`config.mk`:
```
export PLATFORM = sky130hd
export DESIGN_NAME = magic_sync_ack_frame_scanner_core_flat
export DESIGN_NICKNAME = d
export VERILOG_FILES = /design/src/msafs_pkg.sv /design/src/msafs_rx_if.sv /design/src/msafs_frame_if.sv /design/src/msafs_col_cell.sv /design/src/msafs_drn_cell.sv /design/src/magic_sync_ack_frame_scanner_core.sv /design/src/flat_wrapper.sv
export VERILOG_INCLUDE_DIRS = /design/src /design/src/src
export SDC_FILE = /design/constraint.sdc
export NUM_CORES = 1
export LEC_CHECK = 0
export BUFFER_PORTS_ARGS = -buffer_cell sky130_fd_sc_hd__buf_4
export CELL_PAD_IN_SITES_DETAIL_PLACEMENT = 1
export CELL_PAD_IN_SITES_GLOBAL_PLACEMENT = 2
export CORE_ASPECT_RATIO = 0.75
export CORE_MARGIN = 8
export CORE_UTILIZATION = 35
export CTS_CLUSTER_SIZE = 25
export DETAILED_ROUTE_END_ITERATION = 8
export PLACE_DENSITY_LB_ADDON = 0.15
export SLEW_MARGIN = 10
export SYNTH_ARGS = -nofsm -noshare
export SYNTH_HDL_FRONTEND = slang
export SYNTH_HIERARCHICAL = 1
export SYNTH_SLANG_ARGS = --single-unit
```
`constraint.sdc`:
```
create_clock -name clk -period 6.13 [get_ports clk]
set_clock_uncertainty 0.1 [all_clocks]
set_input_delay 0.613 -clock clk [delete_from_list [all_inputs] [get_ports clk]]
set_output_delay 0.613 -clock clk [all_outputs]
set_load 0.02 [all_outputs]
```
`src/assert_macros.svh`:
```
// assertion helpers used by the scanner core
`ifndef ASSERT_MACROS_SVH
`define ASSERT_MACROS_SVH

// same-cycle implication, checked outside reset
`define MSAFS_ASSERT_IMP(lbl, ante, cons, msg) \
	lbl: assert property (@(posedge clk) disable iff (!arst_n) (ante) |-> (cons)) \
		else $error(msg);

// next-cycle implication, checked outside reset
`define MSAFS_ASSERT_NXT(lbl, ante, cons, msg) \
	lbl: assert property (@(posedge clk) disable iff (!arst_n) (ante) |=> (cons)) \
		else $error(msg);

`endif

```
`src/msafs_pkg.sv`:
```
`timescale 1ns / 1ps
// ----------------------------------------------------------------------------
// msafs_pkg
// Constants and types of the magic word frame scanner.
// ----------------------------------------------------------------------------
package msafs_pkg;

	localparam int unsigned FRAME_LEN   = 13;
	localparam int unsigned MAGIC_LEN   = 4;
	localparam int unsigned MAGIC_IDX_W = $clog2(MAGIC_LEN);
	localparam int unsigned POS_W       = $clog2(FRAME_LEN);

	localparam logic [7:0] MAGIC [MAGIC_LEN] = '{8'h4A, 8'h50, 8'h47, 8'h55};
	localparam logic [7:0] VERSION_BYTE = 8'h01;
	localparam logic [7:0] CMD_ACK      = 8'h80;
	localparam logic [7:0] CMD_NACK     = 8'h81;

	localparam logic [POS_W-1:0] POS_MAGIC_END = POS_W'(MAGIC_LEN);
	localparam logic [POS_W-1:0] POS_VER       = POS_W'(4);
	localparam logic [POS_W-1:0] POS_CMD       = POS_W'(5);
	localparam logic [POS_W-1:0] POS_LAST      = POS_W'(FRAME_LEN - 1);

	typedef struct packed {
		logic       valid;
		logic       last;
		logic [7:0] data;
	} drn_cell_t;

	typedef struct packed {
		logic load;
		logic pop;
	} drn_ctl_t;

endpackage

```
`src/msafs_rx_if.sv`:
```
`timescale 1ns / 1ps
// ----------------------------------------------------------------------------
// msafs_rx_if
// Byte channel from the serial receiver.
// ----------------------------------------------------------------------------
interface msafs_rx_if;
	logic       valid;
	logic       ready;
	logic [7:0] rx_byte;

	modport source (output valid, output rx_byte, input ready);
	modport sink (input valid, input rx_byte, output ready);
endinterface

```
`src/msafs_frame_if.sv`:
```
`timescale 1ns / 1ps
// ----------------------------------------------------------------------------
// msafs_frame_if
// Channel of validated frame bytes, last byte marked.
// ----------------------------------------------------------------------------
interface msafs_frame_if;
	logic       valid;
	logic       ready;
	logic [7:0] frame_byte;
	logic       last_byte;

	modport source (output valid, output frame_byte, output last_byte, input ready);
	modport sink (input valid, input frame_byte, input last_byte, output ready);
endinterface

```
`src/msafs_col_cell.sv`:
```
`timescale 1ns / 1ps
// ----------------------------------------------------------------------------
// msafs_col_cell
// One byte cell of the collect chain; shifts on every accepted beat.
// ----------------------------------------------------------------------------
module msafs_col_cell (
	input  logic       clk,
	input  logic       shift,
	input  logic [7:0] d,
	output logic [7:0] q
);

	logic [7:0] byte_q;

	always_ff @(posedge clk) begin
		if (shift) begin
			byte_q <= d;
		end
	end

	assign q = byte_q;

endmodule

```
`src/msafs_drn_cell.sv`:
```
`timescale 1ns / 1ps
// ----------------------------------------------------------------------------
// msafs_drn_cell
// One cell of the drain chain; loaded in parallel, moves toward the head on pop.
// ----------------------------------------------------------------------------
module msafs_drn_cell (
	input  logic                 clk,
	input  logic                 arst_n,
	input  msafs_pkg::drn_ctl_t  ctl,
	input  msafs_pkg::drn_cell_t load_val,
	input  msafs_pkg::drn_cell_t next,
	output msafs_pkg::drn_cell_t q
);

	msafs_pkg::drn_cell_t cell_q;

	always_ff @(posedge clk or negedge arst_n) begin
		if (!arst_n) begin
			cell_q <= '0;
		end else if (ctl.load) begin
			cell_q <= load_val;
		end else if (ctl.pop) begin
			cell_q <= next;
		end
	end

	assign q = cell_q;

endmodule

```
`src/magic_sync_ack_frame_scanner_core.sv`:
```
`timescale 1ns / 1ps
// ----------------------------------------------------------------------------
// magic_sync_ack_frame_scanner_core
// Hunts for the magic word in a byte stream and passes on complete ack / nack
// frames whose version and command bytes check out.
// ----------------------------------------------------------------------------
// usage:
//   rx carries one received byte per beat; frame carries the bytes of each
//   valid frame, magic first, with last_byte set on the final beat.
//   bytes shift through a chain of collect cells; the byte that completes a
//   valid frame copies the chain into a chain of drain cells in parallel.
//   the first frame beat is offered the cycle after the completing byte is
//   taken; the frame then leaves at one beat per cycle while frame.ready is high.
//   throughput: one rx beat per cycle. rx.ready drops only for the byte that
//   would complete a frame while the previous frame still has beats left
//   beyond a last beat that is taken in the same cycle.
//   invalid frames are dropped without any frame beat and the hunt restarts.
//   reset clears the position counter and empties the drain chain; nothing
//   needs a clearing pass. when the receiver stalls, the head beat holds and
//   body bytes keep arriving until the next frame would complete.
// ----------------------------------------------------------------------------
`include "assert_macros.svh"

module magic_sync_ack_frame_scanner_core (
	input  logic                 clk,
	input  logic                 arst_n,
	msafs_rx_if.sink             rx,
	msafs_frame_if.source        frame
);

	localparam int unsigned FL = msafs_pkg::FRAME_LEN;

	logic [msafs_pkg::POS_W-1:0] pos_q;
	logic                        ver_ok_q;
	logic                        cmd_ok_q;
	logic [7:0]                  col_q [FL-1];
	msafs_pkg::drn_cell_t        drn_q [FL];
	msafs_pkg::drn_ctl_t         drn_ctl;
	logic                        acc;
	logic                        complete;
	logic                        cmd_ok_now;
	logic                        magic_hit;
	logic                        is_cmd;
	logic                        head_leaving;

	assign acc       = rx.valid && rx.ready;
	// the last beat leaving this cycle frees the drain chain for a new load
	assign head_leaving = drn_ctl.pop && drn_q[0].last;
	assign rx.ready  = !((pos_q == msafs_pkg::POS_LAST) && drn_q[0].valid && !head_leaving);
	assign magic_hit = rx.rx_byte == msafs_pkg::MAGIC[pos_q[msafs_pkg::MAGIC_IDX_W-1:0]];
	assign is_cmd    = (rx.rx_byte == msafs_pkg::CMD_ACK) ||
	                   (rx.rx_byte == msafs_pkg::CMD_NACK);
	assign cmd_ok_now = (pos_q == msafs_pkg::POS_CMD) ? is_cmd : cmd_ok_q;
	assign complete   = acc && (pos_q == msafs_pkg::POS_LAST);

	always_ff @(posedge clk or negedge arst_n) begin
		if (!arst_n) begin
			pos_q    <= '0;
			ver_ok_q <= 1'b0;
			cmd_ok_q <= 1'b0;
		end else if (acc) begin
			if (pos_q < msafs_pkg::POS_MAGIC_END) begin
				if (magic_hit) begin
					pos_q <= pos_q + 1'b1;
				end else if (rx.rx_byte == msafs_pkg::MAGIC[0]) begin
					// mismatching byte may itself start a new magic word
					pos_q <= msafs_pkg::POS_W'(1);
				end else begin
					pos_q <= '0;
				end
			end else if (pos_q == msafs_pkg::POS_LAST) begin
				pos_q <= '0;
			end else begin
				pos_q <= pos_q + 1'b1;
			end
			if (pos_q == msafs_pkg::POS_VER) begin
				ver_ok_q <= rx.rx_byte == msafs_pkg::VERSION_BYTE;
			end
			if (pos_q == msafs_pkg::POS_CMD) begin
				cmd_ok_q <= is_cmd;
			end
		end
	end

	// collect chain: cell 0 holds the newest byte
	for (genvar i = 0; i < FL - 1; i++) begin : g_col
		if (i == 0) begin : g_head
			msafs_col_cell u_cell (
				.clk   (clk),
				.shift (acc),
				.d     (rx.rx_byte),
				.q     (col_q[i])
			);
		end else begin : g_body
			msafs_col_cell u_cell (
				.clk   (clk),
				.shift (acc),
				.d     (col_q[i-1]),
				.q     (col_q[i])
			);
		end
	end

	assign drn_ctl.load = complete && ver_ok_q && cmd_ok_now;
	assign drn_ctl.pop  = frame.valid && frame.ready;

	// drain chain: cell 0 is the head beat
	for (genvar i = 0; i < FL; i++) begin : g_drn
		msafs_pkg::drn_cell_t load_val;
		msafs_pkg::drn_cell_t next;

		if (i == FL - 1) begin : g_tail
			assign load_val = '{valid: 1'b1, last: 1'b1, data: rx.rx_byte};
			assign next     = '0;
		end else begin : g_mid
			assign load_val = '{valid: 1'b1, last: 1'b0, data: col_q[FL-2-i]};
			assign next     = drn_q[i+1];
		end

		msafs_drn_cell u_cell (
			.clk      (clk),
			.arst_n   (arst_n),
			.ctl      (drn_ctl),
			.load_val (load_val),
			.next     (next),
			.q        (drn_q[i])
		);
	end

	assign frame.valid      = drn_q[0].valid;
	assign frame.frame_byte = drn_q[0].data;
	assign frame.last_byte  = drn_q[0].last;

	`MSAFS_ASSERT_IMP(a_stall_cause, !rx.ready, drn_q[0].valid, "rx stalled with no frame draining")
	`MSAFS_ASSERT_IMP(a_drain_packed, drn_q[1].valid, drn_q[0].valid, "hole at drain head")
	`MSAFS_ASSERT_NXT(a_last_empties, head_leaving && !drn_ctl.load, !frame.valid, "beat after last beat")
	`MSAFS_ASSERT_IMP(a_load_empty, drn_ctl.load, !drn_q[0].valid || head_leaving, "load over busy drain")

endmodule
```
`src/flat_wrapper.sv`:
```
// flat-port wrapper written by rule: the top's interface ports become plain ports
module magic_sync_ack_frame_scanner_core_flat 
  (clk, arst_n, rx_valid, rx_rx_byte, rx_ready, frame_valid, frame_frame_byte, frame_last_byte, frame_ready);
  msafs_rx_if rx_i ();
  msafs_frame_if frame_i ();
  input  logic clk;
  input  logic arst_n;
  input wire logic [$bits(rx_i.valid)-1:0] rx_valid;
  input wire logic [$bits(rx_i.rx_byte)-1:0] rx_rx_byte;
  output wire logic [$bits(rx_i.ready)-1:0] rx_ready;
  output wire logic [$bits(frame_i.valid)-1:0] frame_valid;
  output wire logic [$bits(frame_i.frame_byte)-1:0] frame_frame_byte;
  output wire logic [$bits(frame_i.last_byte)-1:0] frame_last_byte;
  input wire logic [$bits(frame_i.ready)-1:0] frame_ready;
  assign rx_i.valid = rx_valid;
  assign rx_i.rx_byte = rx_rx_byte;
  assign rx_ready = rx_i.ready;
  assign frame_valid = frame_i.valid;
  assign frame_frame_byte = frame_i.frame_byte;
  assign frame_last_byte = frame_i.last_byte;
  assign frame_i.ready = frame_ready;
  magic_sync_ack_frame_scanner_core u_core (.clk(clk), .arst_n(arst_n), .rx(rx_i), .frame(frame_i));
endmodule
```
==> qor.txt, run 1 <==
Util after Layout: 0.403
Worst Tran Pin Value: 1.04 ns
crit path time final: 3.43 ns
share of the synthesized area in the top cell type: 0.362
I/O Buffers: 22
Leak Pwr: 4.09 nW
HP Class: primary input to async pin
sequential element share of the synthesized area: 0.668
CTS Hold Bufs: 0
startpoint types: flip-flop
YS warnings: 6
RSZ-0062 raised after global routing: no
Peak VDD IR: 0.169 mV
effective utilization at floorplan: 0.353
# clock sinks: 232
Area growth, synth to finish: 14.2%
die width: 205 µm
Final Wtd Congestion: 0.697
pin count of the biggest net entering global routing: 233
Clock Latency Late Sink: 0.51 ns
crit path max fanout: 232
drt first pass iters: 4
Core Footprint: 0.0267 mm²
Post-Layout Inst Area: 0.0107 mm²
register bit count reported by yosys: 232
HPWL after DPL: 10300 µm
crit path cell chain: inv_1 > ha_1 > and3_1 > a31o_2 > inv_4 > and4_4 > buf_12 > nand2_1 > o21ai_1
Cell Area, Synth: 0.00941 mm²
power density over the cells: 309 mW/mm²
library cells used by synthesis: 37
full die area: 0.0324 mm²
r2r startpoint: u_core/pos_q[0]
relative slew slack: 0.310
Crit. End Element: flip-flop
Final nets: 780
share of cells above drive strength 1: 0.106
Setup WS pre-CTS: 2.69 ns
Congestion Overflow GR: 0
ys flop type: dfrtp_1
initial antenna violation count: 0
# rows: 52
Post-CTS Resized: 0
Max Fclk: 291 MHz
IO Pins: 23
worst path required time: 6.44 ns
setup ws final: 2.70 ns
DP Area: 0.00993 mm²
Min Hold Slack: 0.0270 ns
slowest stage delay, CP: 0.70 ns
outcome: finished, final reports clean
Overall Global Routing Usage: 0.118
antenna cell count: 0
CP max-delay cell: buf_12
clock slew at reported path FFs: 0.06 ns
Avg WL per Cell: 16.1 µm
Crit path max-delay family: buffers and inverters
EDFF count, synth: 96
final period utilization: 0.560
TritonCTS Buffers: 25
Slew Viols, Final: 0
reg2reg path depth: 9
final WL: 18300 µm
fillers: 2827
post-route ant nets: 0
Reg2Reg Setup Slack: 2.70 ns
Clock Tree Root: clkbuf_16
H-Tree Depth: 1
vias in the first global route: 5943
Critical Setup Path Class: flip-flop to flip-flop
CP arrival: 3.74 ns
Post-Syn Instances: 718
setup violators final: 0
CP Buf/Inv Count: 3
Synth Area per Inst: 13.1 µm²
post-CTS setup buffers: 0
cell taking the most area after synthesis: dfrtp_1
die height: 158 µm
RR Endpoint: u_core/g_drn[3].u_cell/q[5]
Max-Cap Viols: 0
# DRC: 0
CTS tree: done
1st-iter DRT viols: 228
Sum Neg Setup Slack: 0 ns
via count: 5471
Max Root-Sink Buffers: 3
global-route wire length before repair: 31400 µm
Vias per Instance: 4.82
Final Hold Fails: 0
Synth async-reset ratio: 0.586
top cells by area, synth: dfrtp_1 (36%), edfxtp_1 (31%), mux2i_1 (14%), o21ai_1 (6.2%), nand2_1 (5.5%)
## worst max path at each step
stage / start / end / slack (ns) / cells after the start
after floorplan: u_core/pos_q[0] / u_core/g_drn[0].u_cell/q[0] / 1.62 / 9
after global placement: u_core/pos_q[0] / u_core/g_drn[0].u_cell/q[1] / 2.83 / 8
final: u_core/pos_q[0] / u_core/g_drn[3].u_cell/q[5] / 2.70 / 9
after global routing: u_core/pos_q[0] / u_core/g_drn[1].u_cell/q[1] / 2.39 / 9
after detailed placement: u_core/pos_q[0] / u_core/g_drn[4].u_cell/q[7] / 2.69 / 8
after CTS: u_core/pos_q[0] / u_core/g_drn[0].u_cell/q[4] / 2.67 / 9
## cells by family (layout without fill, tap and decap cells)
group | Yosys count | count (layout) | share of synthesized area
xor+xnor | 1 | 1 | 0.000931
buf+inv | 46 | 77 | 0.0322
fa+ha+maj | 3 | 3 | 0.00399
compound gates | 145 | 145 | 0.0860
flops | 232 | 232 | 0.668
simple gates | 158 | 158 | 0.0685
other cells | 2 | 36 | 0.000798
mux | 131 | 131 | 0.139
## cell usage after synthesis (2+ instances only)
cell type and instances:
o211ai_1 2, nor4_1 2, ha_1 3, nand2_1 137, nand3_1 4, edfxtp_1 96
a211o_1 2, buf_2 26, o21ai_1 117, nor2_1 3, dfrtp_1 136, buf_6 13
o21ai_0 4, and2_1 2, or3b_1 2, conb_1 2, o21ai_2 13, inv_1 6
mux2i_1 130
## through the flow
| step | total power, mW | std cells |
|---|---|---|
| finish | 3.32 | 1134 |
| global route | 3.45 | 1134 |
| CTS | 3.38 | 1134 |
| detailed placement | 1.85 | 1089 |
| global placement | 1.84 | 1089 |
| floorplan | 1.79 | 752 |
## layout make-up
class,count,area (µm²),area share
Clock inverter,7,86.3,0.00803
Sequential cell,232,6290,0.585
Clock buffer,38,734,0.0683
Inverter,6,25.0,0.00233
Tap cell,351,439,0.0409
Multi-Input combinational cell,474,2950,0.275
Timing Repair Buffer,26,224,0.0208
## state kept, by name (all words and copies together) (netlist names)
signal,flops
u_core/pos_q,4
u_core/g_drn.u_cell/q,130
u_core/cmd_ok_q,1
u_core/g_col.g_head.u_cell/q,8
u_core/ver_ok_q,1
u_core/g_col.g_body.u_cell/q,88
## cell usage in the layout, fill, tap and decap left out, types with 3 or more instances in the layout
cell type  Yosys  layout
ha_1           3       3
o21ai_2       13      13
clkbuf_1       1       7
o21ai_0        4       4
dfrtp_1      136     136
nor2_1         3       3
clkbuf_8       0       6
o21ai_1      117     117
mux2i_1      130     130
buf_4          0      23
inv_1          6       5
conb_1         2      36
clkbuf_16      0      25
nand3_1        4       4
nand2_1      137     137
clkinv_2       0       3
edfxtp_1      96      96
## where the power goes
part           switching (mW)  leakage, nW  total (mW)  internal [mW]
sequential             0.0309         2.84        1.71           1.68
combinational          0.0792        0.850       0.113         0.0337
clock                   0.591        0.401        1.50          0.907
total                   0.701         4.09        3.32           2.62
## metal layers
metal	track usage	up-vias	part of all wire
met5	0	-	0
met2	0.196	50	0.47
met1	0.158	2777	0.48
met4	0.0262	0	0.019
li1	-	2618	-
met3	0.0227	26	0.028
No activity file was read; power rests on OpenSTA's default activity.
==> run 2, diff against run 1 <==
==> constraint.sdc (replaced) <==
create_clock -name clk -period 3.56 [get_ports clk]
set_clock_uncertainty 0.1 [all_clocks]
set_input_delay 0.356 -clock clk [delete_from_list [all_inputs] [get_ports clk]]
set_output_delay 0.356 -clock clk [all_outputs]
set_load 0.02 [all_outputs]
==> qor.txt, run 2 (synthesis results as in run 1) <==
drt first pass iters: 4
# clock sinks: 232
1st-iter DRT viols: 249
Final Non-Filler Cells: 1148
WHS Path Cells: 3
Hold Crit Start: rx_valid
met3 WL post-DR: 431 µm
Util after Layout: 0.409
CP max-delay cell: dfrtp_1
crit path time final: 2.75 ns
Max Fclk: 364 MHz
vias in the first global route: 5929
crit path max fanout: 110
full die area: 0.0324 mm²
# DRC: 0
startpoint types: flip-flop
Min-Delay Endpoint: u_core/pos_q[2]
RSZ-0062 raised after global routing: no
Final Wtd Congestion: 0.746
relative slew slack: 0.391
Core Footprint: 0.0267 mm²
Final nets: 794
initial antenna violation count: 0
Clock Latency Late Sink: 0.50 ns
CP arrival: 3.06 ns
Congestion Overflow GR: 0
DP Area: 0.0100 mm²
FF+latch area: 0.00629 mm²
Max-Cap Viols: 0
Area growth, synth to finish: 16.0%
Crit. End Element: flip-flop
global-route wire length before repair: 31500 µm
max FFs per register: 130
placed insts: 1094
antenna cell count: 0
worst path required time: 3.88 ns
post-route ant nets: 0
HPWL after DPL: 10700 µm
power density over the cells: 514 mW/mm²
effective utilization at floorplan: 0.353
die width: 205 µm
HP Class: primary input to flip-flop
final period utilization: 0.771
WL met2: 8430 µm
Slew Viols, Final: 0
H-Tree Depth: 1
Vias per Instance: 4.73
Metal-1 WL: 9140 µm
slowest stage delay, CP: 0.46 ns
reg2reg path depth: 9
die height: 158 µm
area occupied by multi-input gates: 0.00297 mm²
Critical Setup Path Class: flip-flop to flip-flop
outcome: finished, final reports clean
TritonCTS Buffers: 25
# rows: 52
Reg2Reg Setup Slack: 0.81 ns
clock slew at reported path FFs: 0.06 ns
fillers: 2800
final WL: 18400 µm
RR Endpoint: u_core/g_drn[1].u_cell/q[3]
post-CTS setup buffers: 0
Clock Tree Root: clkbuf_16
share of cells above drive strength 1: 0.107
Post-Layout Inst Area: 0.0109 mm²
IO Pins: 23
r2r startpoint: u_core/pos_q[0]
Max Root-Sink Buffers: 3
CP Buf/Inv Count: 3
Final Hold Fails: 0
Worst Tran Pin Value: 0.913 ns
CTS Hold Bufs: 9
I/O Buffers: 22
setup violators final: 0
Leak Pwr: 4.15 nW
Max Used Layer: met4
Avg WL per Cell: 16.0 µm
Overall Global Routing Usage: 0.118
CTS tree: done
Peak VDD IR: 0.316 mV
crit path cell chain: inv_1 > ha_2 > and3_1 > a31o_4 > clkinvlp_4 > and4_4 > buf_12 > nand2_1 > o21ai_1
via count: 5429
most frequent cells in the layout: nand2_1 (136), dfrtp_1 (136), mux2i_1 (130)
Post-CTS Resized: 0
pin count of the biggest net entering global routing: 111
Crit path max-delay family: simple AND/OR/NAND/NOR gates
-- run 2: cell count changes in the layout (fill, tap and decap cells not counted), sizes merged --
cell and delta:
inv -1, bufinv -1, buf +5, clkinv +1, clkbuf +1, dlygate4sd3 +9
-- run 2: worst min-delay path, delay by kind of cell --
kind	cells	cell delay, ns
buffers and inverters	1	0.13
AND/OR/NAND/NOR	1	0.06
AO/OA/AOI/OAI	1	0.05
-- run 2: final cells by class --
cell class	instances	area share
sequential	232	0.576
multi-input combinational	474	0.272
inverter	6	0.00241
clock inverter	6	0.00459
timing repair buffer	40	0.0380
tap	351	0.0403
clock buffer	39	0.0667
-- run 2: worst max path at each step --
stage,start,endpoint,depth (start not counted)
after floorplan,u_core/pos_q[0],u_core/g_drn[10].u_cell/q[0],10
after global placement,u_core/pos_q[0],u_core/g_drn[0].u_cell/q[5],9
after detailed placement,u_core/pos_q[0],u_core/g_drn[0].u_cell/q[5],8
after CTS,u_core/pos_q[0],u_core/g_drn[1].u_cell/q[3],9
after global routing,u_core/pos_q[0],u_core/g_drn[1].u_cell/q[3],9
final,u_core/pos_q[0],u_core/g_drn[1].u_cell/q[3],9
-- run 2: routing by layer --
layer,vias to the layer above,GRT usage
met5,-,0
met4,0,0.0306
met3,24,0.0202
met2,39,0.192
met1,2716,0.161
li1,2650,-
-- run 2: report_power, final --
part           switching, mW  internal (mW)
combinational          0.129         0.0687
clock                   1.00           1.47
sequential            0.0531           2.89
-- run 2: per-stage QoR --
step	setup slack, ns	hold WS [ns]	power [mW]	setup TNS, ns
2_1_floorplan	-0.0439	-0.0396	3.08	-4.65
3_3_place_gp	0.940	0.327	3.18	0
3_5_place_dp	0.820	0.333	3.19	0
4_1_cts	0.806	0.0155	5.71	0
5_1_grt	0.603	0.0522	5.85	0
6_report	0.814	0.0391	5.61	0
